File: config.mk
export PLATFORM = sky130hd
export DESIGN_NAME = top_k_sorted_table_top
export DESIGN_NICKNAME = d
export VERILOG_FILES = /design/src/tks_pkg.sv /design/src/top_k_sorted_table_top.sv
export SDC_FILE = /design/constraint.sdc
export NUM_CORES = 2
export LEC_CHECK = 0
export BUFFER_PORTS_ARGS = -buffer_cell sky130_fd_sc_hd__buf_2
export CAP_MARGIN = 40
export CORE_MARGIN = 1.5
export CORE_UTILIZATION = 67
export DETAILED_ROUTE_END_ITERATION = 8
export PLACE_DENSITY = 0.83
export SKIP_CTS_REPAIR_TIMING = 1
export SLEW_MARGIN = 5
export SYNTH_ARGS = -nofsm -noshare
export SYNTH_HDL_FRONTEND = slang
export SYNTH_SLANG_ARGS = --single-unit
export TNS_END_PERCENT = 5
File: constraint.sdc
create_clock -name i_clk -period 18.1 [get_ports i_clk]
set_input_delay 0.905 -clock i_clk [delete_from_list [all_inputs] [get_ports i_clk]]
set_output_delay 0.905 -clock i_clk [all_outputs]
set_load 0.01 [all_outputs]
File: src/tks_pkg.sv
// tks_pkg: shared types and defaults for the top-k sorted table
// request codes, sequencer states and default sizes
// no dependencies
package tks_pkg;

    // default sizes
    localparam int TKS_ENTRIES   = 16;
    localparam int TKS_TAG_CHARS = 8;

    // fixed field widths
    localparam int REQ_W   = 2;
    localparam int SCORE_W = 32;
    localparam int TAG_W   = 64;
    localparam int RIDX_W  = 4;
    localparam int PLACE_W = 4;

    // request codes
    typedef enum logic [REQ_W-1:0] {
        REQ_INSERT = 2'd0,
        REQ_QUERY  = 2'd1,
        REQ_READ   = 2'd2
    } t_req;

    // sequencer states
    typedef enum logic [2:0] {
        ST_IDLE,
        ST_LAST_CMP,
        ST_WALK_RD,
        ST_WALK_CMP,
        ST_READ_WAIT,
        ST_FIN
    } t_state;

endpackage

File: src/top_k_sorted_table_top.sv
// top_k_sorted_table_top: top-k list of (score, tag) pairs in descending score order
// one table memory, one shared score comparator, a small sequencer
// depends on tks_pkg
//
//  channel  | direction | handshake          | payload
//  ---------+-----------+--------------------+------------------------------------------
//  request  | in        | i_valid / o_ready  | i_req_type i_score i_name_tag i_read_index
//  result   | out       | o_valid / i_ready  | o_qualifies o_place_index o_bad_request
//           |           |                    | o_entry_valid o_entry_score o_entry_tag
//
// one request at a time; o_ready is high only while the sequencer is idle
// insert walks up from the bottom of the table through the single memory port,
// reading the entry above the hole, then moving it down or dropping the new pair in
// a query or insert on a full table first compares against the last entry
// the result sits in an output register; a stalled result holds the sequencer
// in its final step, the next request is taken as soon as the result moves on
// reset empties the table at once through the fill count, no clearing pass
module top_k_sorted_table_top #(
    parameter int ENTRIES   = tks_pkg::TKS_ENTRIES,
    parameter int TAG_CHARS = tks_pkg::TKS_TAG_CHARS
) (
    input  logic                         i_clk,
    input  logic                         i_rst_n,
    // request channel
    input  logic                         i_valid,
    output logic                         o_ready,
    input  logic [tks_pkg::REQ_W-1:0]    i_req_type,
    input  logic [tks_pkg::SCORE_W-1:0]  i_score,
    input  logic [tks_pkg::TAG_W-1:0]    i_name_tag,
    input  logic [tks_pkg::RIDX_W-1:0]   i_read_index,
    // result channel
    output logic                         o_valid,
    input  logic                         i_ready,
    output logic                         o_qualifies,
    output logic [tks_pkg::PLACE_W-1:0]  o_place_index,
    output logic                         o_bad_request,
    output logic                         o_entry_valid,
    output logic [tks_pkg::SCORE_W-1:0]  o_entry_score,
    output logic [tks_pkg::TAG_W-1:0]    o_entry_tag
);

    localparam int AW = $clog2(ENTRIES);
    localparam int CW = $clog2(ENTRIES + 1);
    localparam int TW = 8 * TAG_CHARS;
    localparam int SW = tks_pkg::SCORE_W;
    localparam int MW = SW + TW;
    localparam logic [AW-1:0] LAST = AW'(ENTRIES - 1);
    localparam logic [CW-1:0] FULL = CW'(ENTRIES);

    // sequencer and work registers
    tks_pkg::t_state r_state, n_state;
    tks_pkg::t_req   r_req, n_req;
    logic [SW-1:0]   r_score, n_score;
    logic [TW-1:0]   r_tag, n_tag;
    logic            r_ridx_ok, n_ridx_ok;
    logic [AW-1:0]   r_hole, n_hole;
    logic [CW-1:0]   r_count, n_count;

    // staged result
    logic            r_res_q, n_res_q;
    logic [tks_pkg::PLACE_W-1:0] r_res_place, n_res_place;
    logic            r_res_bad, n_res_bad;
    logic            r_res_ev, n_res_ev;
    logic [SW-1:0]   r_res_es, n_res_es;
    logic [TW-1:0]   r_res_et, n_res_et;

    // output register
    logic            r_o_valid;
    logic            r_o_q;
    logic [tks_pkg::PLACE_W-1:0] r_o_place;
    logic            r_o_bad;
    logic            r_o_ev;
    logic [SW-1:0]   r_o_es;
    logic [TW-1:0]   r_o_et;

    // table memory
    logic [MW-1:0]   r_mem [ENTRIES];
    logic [MW-1:0]   r_rd_data;
    logic            mem_we;
    logic [AW-1:0]   mem_waddr;
    logic [MW-1:0]   mem_wdata;
    logic [AW-1:0]   mem_raddr;

    logic [SW-1:0]   rd_score;
    logic [TW-1:0]   rd_tag;
    logic            beats;
    logic            out_free;

    assign rd_score = r_rd_data[MW-1:TW];
    assign rd_tag   = r_rd_data[TW-1:0];
    // the shared comparator
    assign beats    = r_score > rd_score;
    assign out_free = !r_o_valid || i_ready;
    assign o_ready  = (r_state == tks_pkg::ST_IDLE);

    // table memory, registered read
    always_ff @(posedge i_clk) begin
        r_rd_data <= r_mem[mem_raddr];
        if (mem_we) begin
            r_mem[mem_waddr] <= mem_wdata;
        end
    end

    // state and control registers
    always_ff @(posedge i_clk) begin
        if (!i_rst_n) begin
            r_state <= tks_pkg::ST_IDLE;
            r_count <= '0;
        end else begin
            r_state <= n_state;
            r_count <= n_count;
        end
    end

    // work and staging registers
    always_ff @(posedge i_clk) begin
        r_req       <= n_req;
        r_score     <= n_score;
        r_tag       <= n_tag;
        r_ridx_ok   <= n_ridx_ok;
        r_hole      <= n_hole;
        r_res_q     <= n_res_q;
        r_res_place <= n_res_place;
        r_res_bad   <= n_res_bad;
        r_res_ev    <= n_res_ev;
        r_res_es    <= n_res_es;
        r_res_et    <= n_res_et;
    end

    // sequencer
    always_comb begin
        n_state     = r_state;
        n_req       = r_req;
        n_score     = r_score;
        n_tag       = r_tag;
        n_ridx_ok   = r_ridx_ok;
        n_hole      = r_hole;
        n_count     = r_count;
        n_res_q     = r_res_q;
        n_res_place = r_res_place;
        n_res_bad   = r_res_bad;
        n_res_ev    = r_res_ev;
        n_res_es    = r_res_es;
        n_res_et    = r_res_et;
        mem_we      = 1'b0;
        mem_waddr   = r_hole;
        mem_wdata   = {r_score, r_tag};
        mem_raddr   = LAST;

        unique case (r_state)
            tks_pkg::ST_IDLE: begin
                if (i_valid) begin
                    n_req       = tks_pkg::t_req'(i_req_type);
                    n_score     = i_score;
                    n_tag       = i_name_tag[TW-1:0];
                    n_ridx_ok   = (32'(i_read_index) < 32'(ENTRIES)) &&
                                  (32'(i_read_index) < 32'(r_count));
                    n_res_q     = 1'b0;
                    n_res_place = '0;
                    n_res_bad   = 1'b0;
                    n_res_ev    = 1'b0;
                    n_res_es    = '0;
                    n_res_et    = '0;
                    unique case (i_req_type)
                        tks_pkg::REQ_INSERT: begin
                            if (i_name_tag[TW-1:0] == '0) begin
                                n_res_bad = 1'b1;
                                n_state   = tks_pkg::ST_FIN;
                            end else if (r_count == FULL) begin
                                mem_raddr = LAST;
                                n_state   = tks_pkg::ST_LAST_CMP;
                            end else begin
                                n_hole  = AW'(r_count);
                                n_state = tks_pkg::ST_WALK_RD;
                            end
                        end
                        tks_pkg::REQ_QUERY: begin
                            if (r_count == FULL) begin
                                mem_raddr = LAST;
                                n_state   = tks_pkg::ST_LAST_CMP;
                            end else begin
                                n_res_q = 1'b1;
                                n_state = tks_pkg::ST_FIN;
                            end
                        end
                        tks_pkg::REQ_READ: begin
                            mem_raddr = AW'(i_read_index);
                            n_state   = tks_pkg::ST_READ_WAIT;
                        end
                        default: begin
                            n_state = tks_pkg::ST_FIN;
                        end
                    endcase
                end
            end
            // compare against the last entry of a full table
            tks_pkg::ST_LAST_CMP: begin
                if (r_req == tks_pkg::REQ_QUERY) begin
                    n_res_q = beats;
                    n_state = tks_pkg::ST_FIN;
                end else if (beats) begin
                    n_hole  = LAST;
                    n_state = tks_pkg::ST_WALK_RD;
                end else begin
                    n_state = tks_pkg::ST_FIN;
                end
            end
            // read the entry above the hole, or land at the top
            tks_pkg::ST_WALK_RD: begin
                if (r_hole == '0) begin
                    mem_we      = 1'b1;
                    mem_waddr   = '0;
                    n_res_q     = 1'b1;
                    n_res_place = '0;
                    if (r_count != FULL) begin
                        n_count = r_count + 1'b1;
                    end
                    n_state = tks_pkg::ST_FIN;
                end else begin
                    mem_raddr = r_hole - 1'b1;
                    n_state   = tks_pkg::ST_WALK_CMP;
                end
            end
            // move the entry down or drop the new pair into the hole
            tks_pkg::ST_WALK_CMP: begin
                mem_we    = 1'b1;
                mem_waddr = r_hole;
                if (beats) begin
                    mem_wdata = r_rd_data;
                    n_hole    = r_hole - 1'b1;
                    n_state   = tks_pkg::ST_WALK_RD;
                end else begin
                    mem_wdata   = {r_score, r_tag};
                    n_res_q     = 1'b1;
                    n_res_place = tks_pkg::PLACE_W'(r_hole);
                    if (r_count != FULL) begin
                        n_count = r_count + 1'b1;
                    end
                    n_state = tks_pkg::ST_FIN;
                end
            end
            // read data is back
            tks_pkg::ST_READ_WAIT: begin
                n_res_ev = r_ridx_ok;
                n_res_es = r_ridx_ok ? rd_score : '0;
                n_res_et = r_ridx_ok ? rd_tag : '0;
                n_state  = tks_pkg::ST_FIN;
            end
            // hand the result to the output register
            tks_pkg::ST_FIN: begin
                if (out_free) begin
                    n_state = tks_pkg::ST_IDLE;
                end
            end
            default: begin
                n_state = tks_pkg::ST_IDLE;
            end
        endcase
    end

    // output valid
    always_ff @(posedge i_clk) begin
        if (!i_rst_n) begin
            r_o_valid <= 1'b0;
        end else if (r_state == tks_pkg::ST_FIN && out_free) begin
            r_o_valid <= 1'b1;
        end else if (i_ready) begin
            r_o_valid <= 1'b0;
        end
    end

    // output payload
    always_ff @(posedge i_clk) begin
        if (r_state == tks_pkg::ST_FIN && out_free) begin
            r_o_q     <= r_res_q;
            r_o_place <= r_res_place;
            r_o_bad   <= r_res_bad;
            r_o_ev    <= r_res_ev;
            r_o_es    <= r_res_es;
            r_o_et    <= r_res_et;
        end
    end

    assign o_valid       = r_o_valid;
    assign o_qualifies   = r_o_q;
    assign o_place_index = r_o_place;
    assign o_bad_request = r_o_bad;
    assign o_entry_valid = r_o_ev;
    assign o_entry_score = r_o_es;
    assign o_entry_tag   = tks_pkg::TAG_W'(r_o_et);

endmodule
== After elaboration in Yosys (flattened, before gate mapping) ==
Memory sizes are Yosys's and may differ from the RTL's. A register that Yosys moved wholly into a read port is not among the register bits.
Cells that the tools add are included.
Word-level totals
  flip-flop bits (word level): 318
  memory bits (writable): 1536
  bits of input ports: 106
  output and inout port bits: 105
  word-level logic and storage cells: 122
  memories: 1
Operators by class
  add/sub/neg operators: 2
  order comparisons: 2
  equal/unequal tests: 21
  mux-type cells: 56
  reduce and logical (&&, ||, !) cells: 20
Memories
  r_mem: words 16, width 96, read ports 1, clocked after Yosys merged registers in 1, write ports 1, RTL line top_k_sorted_table_top.sv:77  | logic [MW-1:0] r_mem [ENTRIES];
Operators with widths (number)
  $mux 96: 2
  $mux 64: 2
  $pmux 64 s2: 1
  $logic_not 64->1: 1
  $mux 32: 2
  $pmux 32 s2: 1
  $mux 4: 15
  $gt 32x32->1: 1
  $pmux 4 s3: 2
  $mux 3: 7
  $ne 2x2->1 const B: 10
  $pmux 3 s6: 1
  $mux 5: 3
  $mux 1: 13
  $pmux 5 s2: 1
  $pmux 3 s3: 1
  $pmux 4 s2: 1
  $reduce_and 8->1: 1
  $eq 3x2->1 const B: 2
  $eq 3x3->1 const B: 2
  $reduce_and 2->1: 3
  $reduce_bool 2->1: 3
  $reduce_bool 3->1: 2
  $add 5x1->5 const B: 1
  21 further kinds: 23

== Logic depth before layout (Yosys ltp) ==
  depth in word-level cells: 6
  mapped depth: 12
  gate-level depth less buffers: 9

== Worst setup path after synthesis ==
Ideal clock, no wire load.
  kind: input-to-reg
  start: input i_valid
  end: register r_res_es[0], enable pin
  arrival time: 7503 ps
  required time: 17429 ps
  setup slack: 9926 ps
  stages on the path: 2
  path buffers: 0
  cell sequence: nor2_1 > nor3_1
On the way
  word-level cells in the longest chain between the ends: 2
RTL lines
  from (decl): RTL line top_k_sorted_table_top.sv:25  | input logic i_valid,
  $ne 2x2->1 (no line)
  $reduce_and 2->1 (no line)
  to (signal assigned): RTL line top_k_sorted_table_top.sv:126  | r_res_es <= n_res_es;
  to (decl): RTL line top_k_sorted_table_top.sv:64  | logic [SW-1:0] r_res_es, n_res_es;
No other way between the ends.
A chain may end at the register's enable or synchronous reset.

== Worst setup path after layout ==
  start: register r_hole[0]
  end: register r_rd_data[38] (read register of r_mem)
On the way
  word-level cells in the longest chain between the ends: 3
  elaborated cells between the ends (all ways): 4
  classes of those cells: add/sub (1); mux (2); reduce/logical (1)
RTL lines
  from (decl): RTL line top_k_sorted_table_top.sv:56  | logic [AW-1:0] r_hole, n_hole;
  from (signal assigned): RTL line top_k_sorted_table_top.sv:121  | r_hole <= n_hole;
  $sub 4x1->4 / $logic_not 4->1 (equally long branches): RTL line top_k_sorted_table_top.sv:220, top_k_sorted_table_top.sv:210
  $mux 4 (*): RTL line top_k_sorted_table_top.sv:210  | if (r_hole == '0) begin
  $pmux 4 s2 (*): RTL line top_k_sorted_table_top.sv:150  | unique case (r_state)
  to (decl): RTL line top_k_sorted_table_top.sv:78  | logic [MW-1:0] r_rd_data;
Mark *: on every way between the ends. The rest lies on a longest branch, timed or not.

==> run metrics <==
Worst-path clk slew=0.07 ns; initial DRC count=7533; reg-to-reg startpoint=r_hole[0]; Ports=~210; Worst Skew=0.0392 ns; post-synthesis async set-or-reset flop share=0%; Hold Path Class=in -> reg; Worst setup SP type=register; Design Area, Final=83800 um^2; CTS tree=yes; hpwl dp=94.2 mm; CP max FO=220; remaining routing DRC violations=0; clk buf depth=3; Slew Viols, Final=0; post-layout min period=5.32 ns; largest net degree at the start of global routing=221; LEAKAGE=roughly 30 nW; post-layout util=roughly three quarters; sequential area share after synthesis=76.6%; CTS Root Cell=clkbuf_16; Worst-Skew Late Latency=0.79 ns; critical path class=reg -> reg; crit path DAT=6.02 ns; Mapped Cells=5396; CTS buffer count=~180; routed len/inst=between 20 and 30 um; num rows=122; final wirelength=188 mm; EDFF count, synth=1845; synth warn=0; Syn Area/Cell=roughly 14 um^2; Netlist cell types=51; WP data required=18.81 ns; Final Cycle Share=between 20% and 30%; Area growth syn-to-layout=11.6%; vias in the first global route=46500; Crit. Startpoint=r_hole[0]; GPL Wtd Cong=0.844; Fin Setup TNS=0 ns; max-cap viol count=0; cell taking the most area after synthesis=edfxtp_1; Slowest Stage Delay on Critical Path=roughly 0.9 ns; core area=approximately 110000 um^2; total global routing overflow=0; clock sinks=1950; DIE WIDTH=around 340 um; layout cells sized above 1=12.3%; hold wc startpoint=i_score[15]; initial antenna violation count=7; area post-placement=77900 um^2; Cell Chain, Critical Path=inv_1 -> ha_1 -> or3b_4 -> a22oi_2 -> buf_12 -> buf_4 -> buf_4 -> buf_12 -> nand2_1 -> and3_1 -> a311oi_1 -> a311oi_1 -> a21oi_1; Worst-Margin Slew=around 1.3 ns; first-pass GRT wire length=278 mm; Vias/cell=~6.6; antenna-violating nets left=0; via count=47900; maximum vdd drop=0.106 mV; ys flop type=edfxtp_1; maximum clock rate=188 MHz; CP max-delay cell=buf_4; Setup violations, final=0; pwr dens=140 nW/um^2; first drt pass iteration count=6; outcome=finished clean; RSZ-0062 raised after global routing=false; CP endpoint kind=register; initial core utilization=between 60% and 70%; Post-layout nets=5712; die area=114000 um^2; Seq cells post-synth=1950; top post-synthesis cells by area=edfxtp_1, nand2_1, a311oi_1, dfxtp_1, nand3_1; PortBufs=210; Mapped Area=roughly 75000 um^2; GR Util All Layers=33.0%; Die Height=between 300 and 400 um; Slew headroom=15.2%; top cell type's share of synthesized area=73.8%; H-tree levels=4; Final Hold Vio Count=0; Design Power=0.0117 W; WHS=0.296 ns; Post-Syn Nets=5544
## cell families (layout without fill, tap and decap cells)
family	Yosys count	in the layout	share of synthesized area [%]
AND/OR/NAND/NOR	2368	2368	13.8
flip-flops	1950	1950	76.6
AO/OA/AOI/OAI	569	569	5.52
buffers and inverters	396	722	2.37
multiplexers	69	69	1.03
adder cells (fa/ha/maj)	42	42	0.700
XOR/XNOR	2	2	0.0233
other	0	1	0
## metrics by stage
| stage | cells | setup WS (ns) |
|---|---|---|
| final | 7211 | 12.78 |
| after global routing | 7211 | 12.61 |
| after global placement | 6840 | 12.65 |
| after CTS | 7208 | 12.93 |
| after detailed placement | 6865 | 12.56 |
| after floorplan | 5396 | 9.93 |
## power by group
part	total, W	switching [W]	leakage (nW)	internal [W]
sequential	0.00584	0.000205	17.6	0.00564
combinational	0.00214	0.00152	8.94	0.000621
clock	0.00375	0.00163	2.88	0.00212
## cells in the final DEF, fill, tap and decap left out, drive strengths merged, types with 9 or more instances in the layout
| cell type | count |
|---|---|
| dfxtp | 105 |
| o21ai | 38 |
| edfxtp | 1845 |
| and2 | 110 |
| a21oi | 116 |
| bufinv | 9 |
| nand2 | 1589 |
| clkinvlp | 9 |
| nand4 | 14 |
| nand3 | 390 |
| ha | 42 |
| a311oi | 288 |
| nor2 | 16 |
| nor4 | 19 |
| clkbuf | 260 |
| and3 | 203 |
| inv | 49 |
| buf | 334 |
| clkinv | 60 |
| mux2 | 65 |
| a31oi | 100 |
## cell usage after synthesis, drive strengths merged, types with 2 or more instances
master / n
mux2: 65
a311oi: 288
a2111oi: 2
nand2b: 3
a21o: 4
clkbuf: 195
nand2: 1589
inv: 44
o21ai: 38
nor2: 16
a211oi: 3
a31oi: 100
ha: 42
nor3b: 3
a21oi: 116
nand4: 14
o22ai: 2
and3: 203
nand3b: 3
nand3: 390
o211ai: 3
and4bb: 2
mux2i: 4
edfxtp: 1845
and2: 110
nor4: 19
xnor2: 2
buf: 157
o21a: 3
nor3: 6
dfxtp: 105
a22oi: 3
or3b: 2
nor2b: 7
## path summary, 6_finish.rpt
path | endpoint | slack (ns) | cells after the start
worst min-delay path | r_score[15] | 0.30 | 1
worst max-delay path | r_rd_data[38] | 12.78 | 13
worst min register to register | o_entry_score[4] | 0.39 | 0
worst max register to register | r_rd_data[38] | 12.78 | 13
## layout make-up
| cell class | count | area, um^2 |
|---|---|---|
| clock inverters | 83 | 721 |
| well taps | 1488 | 1860 |
| repair buffers | 335 | 2450 |
| fillers | 5959 | 27000 |
| flip-flops and latches | 1950 | 57500 |
| diodes | 1 | 2.50 |
| clock buffers | 260 | 5170 |
| inverters | 44 | 170 |
| multi-input cells | 3050 | 15900 |
## sequential cells by signal, summed over array words and instances (netlist names), 2 cells and up
register       count
o_entry_score     32
o_entry_tag       64
o_place_index      4
r_count            5
r_hole             4
r_mem           1536
r_rd_data         96
r_req              2
r_res_es          32
r_res_et          64
r_res_place        4
r_score           32
r_state            3
r_tag             64
## critical path, delay by kind of cell (launching register included)
family	cells	cell delay, ns
AOI/OAI and AO/OA	4	0.99
buffers and inverters	5	2.49
and+or+nand+nor	3	0.67
DFF	1	0.49
adders and majority gates	1	0.17
## metal layers
| layer | GRT usage, % | vias to the layer above | wire length [um] |
|---|---|---|---|
| met2 | 51.9 | 3755 | 90100 |
| met5 | 0 | - | 68 |
| met4 | 15.6 | 10 | 8000 |
| met1 | 44.6 | 23300 | 65400 |
| met3 | 6.96 | 563 | 24900 |
| li1 | - | 20300 | - |
No activity file was read; power rests on OpenSTA's default activity.
